**config.mk**
```make
export PLATFORM = sky130hd
export DESIGN_NAME = day_count_to_date
export DESIGN_NICKNAME = d
export VERILOG_FILES = /design/src/rtl/core/dc2d_pkg.sv /design/src/rtl/core/dc2d_ctrl.sv /design/src/rtl/core/dc2d_dp.sv /design/src/rtl/core/day_count_to_date.sv
export SDC_FILE = /design/constraint.sdc
export NUM_CORES = 2
export LEC_CHECK = 0
export BUFFER_PORTS_ARGS = -buffer_cell sky130_fd_sc_hd__buf_2
export CAP_MARGIN = 25
export CORE_MARGIN = 1
export CORE_UTILIZATION = 61
export CTS_CLUSTER_SIZE = 40
export DETAILED_ROUTE_END_ITERATION = 10
export PLACE_DENSITY = 0.83
export SLEW_MARGIN = 40
export SYNTH_ARGS = -nofsm -noshare
export SYNTH_HDL_FRONTEND = slang
export SYNTH_SLANG_ARGS = --single-unit
```
**constraint.sdc**
```tcl
create_clock -name aclk -period 20.5 [get_ports aclk]
set_input_delay 3.075 -clock aclk [delete_from_list [all_inputs] [get_ports aclk]]
set_output_delay 3.075 -clock aclk [all_outputs]
set_load 0.01 [all_outputs]
```
**src/rtl/core/dc2d_pkg.sv**
```systemverilog
// Shared types, constants and constant tables for the day-count-to-date block.
// Used by dc2d_ctrl, dc2d_dp and day_count_to_date; depends on nothing.

package dc2d_pkg;

    // Accepted day-number range and shift to days since 0000-03-01
    localparam logic signed [22:0] DAYS_MIN = -23'sd715509;
    localparam logic signed [22:0] DAYS_MAX = 23'sd2936549;
    localparam logic signed [23:0] SHIFT_TO_MARCH = 24'sd715815;

    // Datapath widths
    localparam int NUM_W   = 22;              // dividend width
    localparam int RECIP_W = 15;              // reciprocal width
    localparam int QUOT_W  = 15;              // quotient estimate width
    localparam int CONST_W = 18;              // divisor width
    localparam int PROD_W  = NUM_W + RECIP_W; // product width

    // Reciprocals are floor(2^NUM_W / divisor); estimate is low by at most one
    localparam int RECIP_SHIFT = NUM_W;

    localparam logic [17:0] DAYS_PER_ERA = 18'd146097;
    localparam logic [17:0] DAYS_PER_ERA_LAST = 18'd146096;

    // Divisor in use by the shared constant divider
    typedef enum logic [1:0] {
        DIV_ERA,    // 400-year era
        DIV_QUAD,   // 4-year cycle correction
        DIV_YEAR,   // year of era
        DIV_MONTH   // month from March
    } dc2d_div_t;

    // Controller to datapath commands
    typedef struct packed {
        logic      load;
        logic      div_mul;
        logic      div_rem;
        logic      div_fix;
        dc2d_div_t div_sel;
        logic      era_set;
        logic      num_set;
        logic      doy_set;
        logic      mpn_set;
        logic      out_load;
    } dc2d_cmd_t;

    // Datapath to controller status
    typedef struct packed {
        logic out_free;
    } dc2d_status_t;

    function automatic logic [CONST_W-1:0] div_const(input dc2d_div_t sel);
        logic [CONST_W-1:0] c;
        unique case (sel)
            DIV_ERA:   c = DAYS_PER_ERA;
            DIV_QUAD:  c = 18'd1460;
            DIV_YEAR:  c = 18'd365;
            DIV_MONTH: c = 18'd153;
            default:   c = DAYS_PER_ERA;
        endcase
        return c;
    endfunction

    function automatic logic [RECIP_W-1:0] div_recip(input dc2d_div_t sel);
        logic [RECIP_W-1:0] r;
        unique case (sel)
            DIV_ERA:   r = 15'd28;
            DIV_QUAD:  r = 15'd2872;
            DIV_YEAR:  r = 15'd11491;
            DIV_MONTH: r = 15'd27413;
            default:   r = 15'd28;
        endcase
        return r;
    endfunction

    // First day-of-year (from March 1) of each month index
    function automatic logic [8:0] month_start(input logic [3:0] mp);
        logic [8:0] s;
        unique case (mp)
            4'd0:    s = 9'd0;
            4'd1:    s = 9'd31;
            4'd2:    s = 9'd61;
            4'd3:    s = 9'd92;
            4'd4:    s = 9'd122;
            4'd5:    s = 9'd153;
            4'd6:    s = 9'd184;
            4'd7:    s = 9'd214;
            4'd8:    s = 9'd245;
            4'd9:    s = 9'd275;
            4'd10:   s = 9'd306;
            4'd11:   s = 9'd337;
            default: s = 9'd0;
        endcase
        return s;
    endfunction

endpackage

```
**src/rtl/core/dc2d_ctrl.sv**
```systemverilog
// Sequencer for the day-count-to-date conversion.
// Uses dc2d_pkg for command and status types; drives dc2d_dp.

module dc2d_ctrl (
    input  logic                  aclk,
    input  logic                  aresetn,
    input  logic                  s_valid,
    output logic                  s_ready,
    input  dc2d_pkg::dc2d_status_t status,
    output dc2d_pkg::dc2d_cmd_t   cmd
);

    typedef enum logic [4:0] {
        ST_IDLE,
        ST_ERA_MUL, ST_ERA_REM, ST_ERA_FIX, ST_ERA_SET,
        ST_QUAD_MUL, ST_QUAD_REM, ST_QUAD_FIX, ST_NUM_SET,
        ST_YEAR_MUL, ST_YEAR_REM, ST_YEAR_FIX, ST_DOY_SET, ST_MPN_SET,
        ST_MON_MUL, ST_MON_REM, ST_MON_FIX,
        ST_DONE
    } state_t;

    state_t state_reg;
    state_t state_next;

    // Advance through the fixed step sequence
    always_comb begin
        state_next = state_reg;
        unique case (state_reg)
            ST_IDLE:     if (s_valid) state_next = ST_ERA_MUL;
            ST_ERA_MUL:  state_next = ST_ERA_REM;
            ST_ERA_REM:  state_next = ST_ERA_FIX;
            ST_ERA_FIX:  state_next = ST_ERA_SET;
            ST_ERA_SET:  state_next = ST_QUAD_MUL;
            ST_QUAD_MUL: state_next = ST_QUAD_REM;
            ST_QUAD_REM: state_next = ST_QUAD_FIX;
            ST_QUAD_FIX: state_next = ST_NUM_SET;
            ST_NUM_SET:  state_next = ST_YEAR_MUL;
            ST_YEAR_MUL: state_next = ST_YEAR_REM;
            ST_YEAR_REM: state_next = ST_YEAR_FIX;
            ST_YEAR_FIX: state_next = ST_DOY_SET;
            ST_DOY_SET:  state_next = ST_MPN_SET;
            ST_MPN_SET:  state_next = ST_MON_MUL;
            ST_MON_MUL:  state_next = ST_MON_REM;
            ST_MON_REM:  state_next = ST_MON_FIX;
            ST_MON_FIX:  state_next = ST_DONE;
            ST_DONE:     if (status.out_free) state_next = ST_IDLE;
            default:     state_next = ST_IDLE;
        endcase
    end

    // Decode commands from the current step
    always_comb begin
        cmd = '0;
        cmd.div_sel = dc2d_pkg::DIV_ERA;
        unique case (state_reg)
            ST_IDLE:     cmd.load = s_valid;
            ST_ERA_MUL:  cmd.div_mul = 1'b1;
            ST_ERA_REM:  cmd.div_rem = 1'b1;
            ST_ERA_FIX:  cmd.div_fix = 1'b1;
            ST_ERA_SET:  cmd.era_set = 1'b1;
            ST_QUAD_MUL: begin
                cmd.div_mul = 1'b1;
                cmd.div_sel = dc2d_pkg::DIV_QUAD;
            end
            ST_QUAD_REM: begin
                cmd.div_rem = 1'b1;
                cmd.div_sel = dc2d_pkg::DIV_QUAD;
            end
            ST_QUAD_FIX: begin
                cmd.div_fix = 1'b1;
                cmd.div_sel = dc2d_pkg::DIV_QUAD;
            end
            ST_NUM_SET:  cmd.num_set = 1'b1;
            ST_YEAR_MUL: begin
                cmd.div_mul = 1'b1;
                cmd.div_sel = dc2d_pkg::DIV_YEAR;
            end
            ST_YEAR_REM: begin
                cmd.div_rem = 1'b1;
                cmd.div_sel = dc2d_pkg::DIV_YEAR;
            end
            ST_YEAR_FIX: begin
                cmd.div_fix = 1'b1;
                cmd.div_sel = dc2d_pkg::DIV_YEAR;
            end
            ST_DOY_SET:  cmd.doy_set = 1'b1;
            ST_MPN_SET:  cmd.mpn_set = 1'b1;
            ST_MON_MUL:  begin
                cmd.div_mul = 1'b1;
                cmd.div_sel = dc2d_pkg::DIV_MONTH;
            end
            ST_MON_REM:  begin
                cmd.div_rem = 1'b1;
                cmd.div_sel = dc2d_pkg::DIV_MONTH;
            end
            ST_MON_FIX:  begin
                cmd.div_fix = 1'b1;
                cmd.div_sel = dc2d_pkg::DIV_MONTH;
            end
            ST_DONE:     cmd.out_load = status.out_free;
            default:     cmd = '0;
        endcase
    end

    assign s_ready = (state_reg == ST_IDLE);

    // Hold state
    always_ff @(posedge aclk) begin
        if (!aresetn) begin
            state_reg <= ST_IDLE;
        end else begin
            state_reg <= state_next;
        end
    end

    // Finished item waits while the output register is still occupied
    a_done_waits: assert property (@(posedge aclk) disable iff (!aresetn)
        (state_reg == ST_DONE) && !status.out_free |=> state_reg == ST_DONE)
        else $error("sequencer left DONE with output register occupied");

    // A new item only enters once the previous one reached the output register
    a_load_from_idle: assert property (@(posedge aclk) disable iff (!aresetn)
        cmd.load |-> $past(state_reg) == ST_DONE || $past(state_reg) == ST_IDLE)
        else $error("item accepted while a conversion was in progress");

endmodule

```
**src/rtl/core/dc2d_dp.sv**
```systemverilog
// Datapath for the day-count-to-date conversion: shared constant divider,
// calendar arithmetic and output register. Uses dc2d_pkg; driven by dc2d_ctrl.

module dc2d_dp (
    input  logic                    aclk,
    input  logic                    aresetn,
    input  dc2d_pkg::dc2d_cmd_t     cmd,
    output dc2d_pkg::dc2d_status_t  status,
    input  logic signed [22:0]      s_day_number,
    output logic                    m_valid,
    input  logic                    m_ready,
    output logic [13:0]             m_year,
    output logic [3:0]              m_month,
    output logic [4:0]              m_day_of_month
);

    logic [dc2d_pkg::NUM_W-1:0]   div_n_reg,  div_n_next;
    logic [dc2d_pkg::PROD_W-1:0]  prod_reg,   prod_next;
    logic [dc2d_pkg::QUOT_W-1:0]  q_reg,      q_next;
    logic [dc2d_pkg::NUM_W-1:0]   r_reg,      r_next;
    logic [4:0]                   era_reg,    era_next;
    logic [17:0]                  doe_reg,    doe_next;
    logic [8:0]                   yoe_reg,    yoe_next;
    logic [8:0]                   doy_reg,    doy_next;
    logic                         m_valid_reg, m_valid_next;
    logic [13:0]                  year_reg,   year_next;
    logic [3:0]                   month_reg,  month_next;
    logic [4:0]                   dom_reg,    dom_next;

    logic [dc2d_pkg::CONST_W-1:0] dconst;
    logic [dc2d_pkg::RECIP_W-1:0] drecip;
    logic signed [22:0]           d_sat;
    logic signed [23:0]           z_wide;
    logic [dc2d_pkg::QUOT_W+dc2d_pkg::CONST_W-1:0] qc;
    logic [2:0]                   quad_cnt;
    logic [18:0]                  num_wide;
    logic [1:0]                   cent_cnt;
    logic [18:0]                  doy_wide;
    logic [3:0]                   mp;
    logic [8:0]                   dom_wide;

    assign dconst = dc2d_pkg::div_const(cmd.div_sel);
    assign drecip = dc2d_pkg::div_recip(cmd.div_sel);

    // Clamp the day number and shift to days since 0000-03-01
    always_comb begin
        priority if (s_day_number < dc2d_pkg::DAYS_MIN) begin
            d_sat = dc2d_pkg::DAYS_MIN;
        end else if (s_day_number > dc2d_pkg::DAYS_MAX) begin
            d_sat = dc2d_pkg::DAYS_MAX;
        end else begin
            d_sat = s_day_number;
        end
        z_wide = {d_sat[22], d_sat} + dc2d_pkg::SHIFT_TO_MARCH;
    end

    // Product of the quotient estimate and the divisor
    assign qc = (dc2d_pkg::QUOT_W + dc2d_pkg::CONST_W)'(prod_reg[dc2d_pkg::PROD_W-1
                -: dc2d_pkg::QUOT_W]) * (dc2d_pkg::QUOT_W + dc2d_pkg::CONST_W)'(dconst);

    // Numerator of the year-of-era division
    always_comb begin
        quad_cnt = 3'(doe_reg >= 18'd36524) + 3'(doe_reg >= 18'd73048)
                 + 3'(doe_reg >= 18'd109572) + 3'(doe_reg >= dc2d_pkg::DAYS_PER_ERA_LAST);
        num_wide = 19'(doe_reg) - 19'(q_reg) + 19'(quad_cnt)
                 - 19'(doe_reg == dc2d_pkg::DAYS_PER_ERA_LAST);
    end

    // Day of year from the year of era
    always_comb begin
        cent_cnt = 2'(q_reg >= 15'd100) + 2'(q_reg >= 15'd200) + 2'(q_reg >= 15'd300);
        doy_wide = 19'(doe_reg) - 19'(q_reg[8:0]) * 19'd365 - 19'(q_reg[8:2])
                 + 19'(cent_cnt);
    end

    // Final date fields
    always_comb begin
        mp       = q_reg[3:0];
        dom_wide = doy_reg - dc2d_pkg::month_start(mp) + 9'd1;
    end

    // Next-state logic of the datapath registers
    always_comb begin
        div_n_next   = div_n_reg;
        prod_next    = prod_reg;
        q_next       = q_reg;
        r_next       = r_reg;
        era_next     = era_reg;
        doe_next     = doe_reg;
        yoe_next     = yoe_reg;
        doy_next     = doy_reg;
        year_next    = year_reg;
        month_next   = month_reg;
        dom_next     = dom_reg;
        m_valid_next = m_valid_reg && !m_ready;

        if (cmd.load) begin
            div_n_next = z_wide[dc2d_pkg::NUM_W-1:0];
        end
        if (cmd.div_mul) begin
            prod_next = dc2d_pkg::PROD_W'(div_n_reg) * dc2d_pkg::PROD_W'(drecip);
        end
        if (cmd.div_rem) begin
            q_next = prod_reg[dc2d_pkg::PROD_W-1 -: dc2d_pkg::QUOT_W];
            r_next = div_n_reg - qc[dc2d_pkg::NUM_W-1:0];
        end
        // Correct an estimate that came out one low
        if (cmd.div_fix && (r_reg >= dc2d_pkg::NUM_W'(dconst))) begin
            q_next = q_reg + dc2d_pkg::QUOT_W'(1);
            r_next = r_reg - dc2d_pkg::NUM_W'(dconst);
        end
        if (cmd.era_set) begin
            era_next   = q_reg[4:0];
            doe_next   = r_reg[17:0];
            div_n_next = dc2d_pkg::NUM_W'(r_reg[17:0]);
        end
        if (cmd.num_set) begin
            div_n_next = dc2d_pkg::NUM_W'(num_wide[17:0]);
        end
        if (cmd.doy_set) begin
            yoe_next = q_reg[8:0];
            doy_next = doy_wide[8:0];
        end
        if (cmd.mpn_set) begin
            div_n_next = (dc2d_pkg::NUM_W'(doy_reg) << 2) + dc2d_pkg::NUM_W'(doy_reg)
                       + dc2d_pkg::NUM_W'(2);
        end
        if (cmd.out_load) begin
            year_next    = 14'(era_reg) * 14'd400 + 14'(yoe_reg) + 14'(mp >= 4'd10);
            month_next   = (mp < 4'd10) ? mp + 4'd3 : mp - 4'd9;
            dom_next     = dom_wide[4:0];
            m_valid_next = 1'b1;
        end
    end

    // Hold payload registers; reset only the output valid
    always_ff @(posedge aclk) begin
        div_n_reg <= div_n_next;
        prod_reg  <= prod_next;
        q_reg     <= q_next;
        r_reg     <= r_next;
        era_reg   <= era_next;
        doe_reg   <= doe_next;
        yoe_reg   <= yoe_next;
        doy_reg   <= doy_next;
        year_reg  <= year_next;
        month_reg <= month_next;
        dom_reg   <= dom_next;
        if (!aresetn) begin
            m_valid_reg <= 1'b0;
        end else begin
            m_valid_reg <= m_valid_next;
        end
    end

    assign status.out_free = !m_valid_reg || m_ready;
    assign m_valid         = m_valid_reg;
    assign m_year          = year_reg;
    assign m_month         = month_reg;
    assign m_day_of_month  = dom_reg;

    // A single correction step must be enough
    a_rem_bound: assert property (@(posedge aclk) disable iff (!aresetn)
        cmd.div_fix |-> {1'b0, r_reg} < {4'b0, dconst, 1'b0})
        else $error("quotient estimate off by more than one");

    // Delivered month and day stay in range
    a_month_range: assert property (@(posedge aclk) disable iff (!aresetn)
        $rose(m_valid_reg) |-> m_month >= 4'd1 && m_month <= 4'd12)
        else $error("month out of range");

    a_day_range: assert property (@(posedge aclk) disable iff (!aresetn)
        $rose(m_valid_reg) |-> m_day_of_month >= 5'd1 && m_day_of_month <= 5'd31)
        else $error("day of month out of range");

endmodule

```
**src/rtl/core/day_count_to_date.sv**
```systemverilog
// Top level: converts a signed day count from 1960-01-01 to a Gregorian date.
// Depends on dc2d_pkg, dc2d_ctrl and dc2d_dp.
//
//   channel  direction  handshake          payload
//   s_       in         s_valid / s_ready  s_day_number (23b signed)
//   m_       out        m_valid / m_ready  m_year (14b), m_month (4b), m_day_of_month (5b)
//
// One item at a time: the shared constant divider (multiply by reciprocal,
// remainder, correction) runs four times in sequence, with set-up steps between.
// m_valid rises once the finished item has been loaded into the output register.
// Reset (aresetn low, synchronous) clears the sequencer and the output valid.
// A stalled output holds the finished item; the next input item is accepted
// as soon as the result has moved into the output register.

module day_count_to_date (
    input  logic               aclk,
    input  logic               aresetn,
    input  logic               s_valid,
    output logic               s_ready,
    input  logic signed [22:0] s_day_number,
    output logic               m_valid,
    input  logic               m_ready,
    output logic [13:0]        m_year,
    output logic [3:0]         m_month,
    output logic [4:0]         m_day_of_month
);

    dc2d_pkg::dc2d_cmd_t    cmd;
    dc2d_pkg::dc2d_status_t status;

    dc2d_ctrl u_ctrl (
        .aclk    (aclk),
        .aresetn (aresetn),
        .s_valid (s_valid),
        .s_ready (s_ready),
        .status  (status),
        .cmd     (cmd)
    );

    dc2d_dp u_dp (
        .aclk           (aclk),
        .aresetn        (aresetn),
        .cmd            (cmd),
        .status         (status),
        .s_day_number   (s_day_number),
        .m_valid        (m_valid),
        .m_ready        (m_ready),
        .m_year         (m_year),
        .m_month        (m_month),
        .m_day_of_month (m_day_of_month)
    );

endmodule

```
==> reports/metrics.cfg <==
[run_status]
outcome=finished, final reports clean

[min_path]
hold_path_depth=0
hold_class=reg -> reg
hp-start=u_dp.r_reg[6]

[timing]
tightest_slew_ns=0.880
rsz0062_at_grt=no
clock_skew_ns=0.0159
final-max-slew-violation-count=0
max_freq_mhz=104
setup_tns_ns=0
slew_headroom=0.410
hold_viol_final=0
finalSetupViolCount=0
fin_crit_sh=0.469
layout_min_cycle_time_ns=9.61
fin_hold_ws_ns=0.550

[detailed_routing]
ant_nets=0
wl_per_cell_um=20.4
vias_per_cell=5.85
dr.pass1.iters=6
drc=0
totalWireLength_um=72500
vias=20800
drtIter0Drc=1784

[synthesis]
synth_top_family_by_area=adder cells
async_reset_ff_frac=0
synth_cell_types=91
synthXorXnorAreaFrac=0.0522
synth.largest_area_cell=fa_1
syn_area_per_cell_um2=9.43
syn-cell-area_um2=27700
synth_ff_type=edfxtp_1
syn_inst=2936
yosys-top-cells-area=fa_1 30%, ha_1 16%, edfxtp_1 15%, inv_1 9.3%, xnor2_1 3.6%
synth-adder-area-share=0.461
yosys_warnings=0
netlist.area_leader.share=0.297
ys_seq_area_frac=0.158
synth-seq-cells=149
synth_edf_count=138
muxShareOfSynthArea=0.00561
synth_nets=3737
synth-compound-area-share=0.0958
synthSimpleGateAreaFrac=0.123

[placement]
portBuffers=51
gp_congestion=0.988
dp_hpwl_um=60000

[cts]
numCtsBuffers=17
cts_tree=built
post_cts_resized=0
cts.sinks=149
htreeDepth=4
cts_hold_buf=0
clock_latency_ns=0.49
cts.path.max_buffers=2
path_clk_slew_ns=0.07
post_cts_buffers=0
cts-root-buf=clkbuf_16

[setup_path]
worstReg2RegEnd=u_dp.prod_reg[32]
critPathSlowestCell=o311ai_2
r2r_start=u_ctrl.state_reg[1]
slowest_delay_ns=0.71
path_delay_family=adder cells
path_depth=28
r2r_cells=28
endpoint=u_dp.prod_reg[32]
cp_common_cell=inv_1
cp.buffers_inverters=8
critPathMaxFanout=33
crit_type=reg -> reg
cp_data_arrival_time_ns=9.84
required_ns=20.73
worst_setup_path_start_kind=flop
critPathCaptureType=flop
startpoint=u_ctrl.state_reg[1]
r2r_slack_ns=10.89

[job]
drv_cap=0

[global_route]
grt_pass1_vias=22100
grt_max_degree=71
grt_overflow=0
grtUsageTotal=0.329
antenna_found_initial=0
grt_first_pass_wirelength_um=117000

[floorplan]
die_width_um=215
dieArea_um2=46200
core_um2=44500
ios=52
start_util=0.622
rows=77
die_y_um=215

[finish]
nNetsFinal=3753
syn2layout_area_growth_pct=5.40
layout-drive-gt1-share=0.0486
diodes=0

-- per-layer routing --
layer  track usage  up-vias  part of all wire
met5             0        -                 0
met4         0.148        0             0.046
met3        0.0620      194             0.090
met2         0.534      990              0.47
met1         0.430    10200              0.40
li1              -     9393                 -
-- cells in the mapped netlist, types with 8 or more instances --
master / instances
inv_1: 689
fa_1: 411
ha_1: 363
nand2_1: 223
edfxtp_1: 138
nor2_1: 120
xnor2_1: 113
a21oi_1: 91
and2_1: 89
o21ai_0: 71
nor2b_1: 66
clkbuf_1: 54
xor2_1: 52
nand3_1: 39
a21o_1: 32
nand2b_1: 29
nor3_1: 28
and3_1: 20
a31oi_1: 19
or3_1: 16
o21a_1: 15
o21bai_1: 15
a211oi_1: 13
dfxtp_1: 11
mux2i_1: 11
nor4_1: 11
buf_2: 10
nand4_1: 10
o211ai_1: 10
o21ai_1: 8
o22ai_1: 8
or2_2: 8
-- placed cells by master (no fill, tap or decap), types with 10 or more instances in the layout --
master	instances
nor3_1	27
ha_1	362
a31oi_1	19
o21bai_1	15
fa_1	411
o21a_1	15
o211ai_1	10
edfxtp_1	138
a211oi_1	13
nor2b_1	66
nor4_1	11
xor2_1	52
or3_1	16
nand2_1	223
a21o_1	32
inv_1	689
nand2b_1	29
and3_1	20
a21oi_1	90
o21ai_0	71
nand4_1	10
xnor2_1	113
mux2i_1	11
and2_1	89
dfxtp_1	11
buf_2	51
nor2_1	119
buf_4	12
nand3_1	39
clkbuf_16	17
-- worst min path at each step --
stage	endpoint	slack, ns
2_1_floorplan	u_dp.doe_reg[0]	0.45
3_3_place_gp	u_dp.doe_reg[4]	0.51
3_5_place_dp	u_dp.doe_reg[4]	0.53
4_1_cts	u_dp.doe_reg[4]	0.54
5_1_grt	u_dp.doe_reg[3]	0.56
6_report	u_dp.doe_reg[6]	0.55
-- stage by stage --
| step | worst slack [ns] | std cells | instance area (um^2) | utilization |
|---|---|---|---|---|
| after floorplan | 12.36 | 2936 | 27700 | - |
| after global placement | 10.51 | 3523 | 28500 | 0.641 |
| final | 10.89 | 3557 | 29200 | 0.655 |
| after detailed placement | 10.80 | 3525 | 28600 | 0.642 |
| after global routing | 10.52 | 3557 | 29200 | 0.655 |
| after CTS | 10.79 | 3557 | 29200 | 0.655 |
-- layout make-up --
type                       instances  area (um^2)
multi-input combinational       2025        20500
fill                            3509        15300
sequential                       149         4360
inverter                         694         2610
tap                              592          741
clock buffer                      17          425
timing repair buffer              65          368
clock inverter                    15          180
-- cells by family after synthesis --
family,Yosys count
multiplexers,15
AO/OA/AOI/OAI,385
flip-flops,149
adder cells (fa/ha/maj),774
buffers and inverters,762
AND/OR/NAND/NOR,686
XOR/XNOR,165
Power is left out: the tool's default activity adds up to more than one toggle a clock period on the data nets, which glitch-free logic cannot reach.
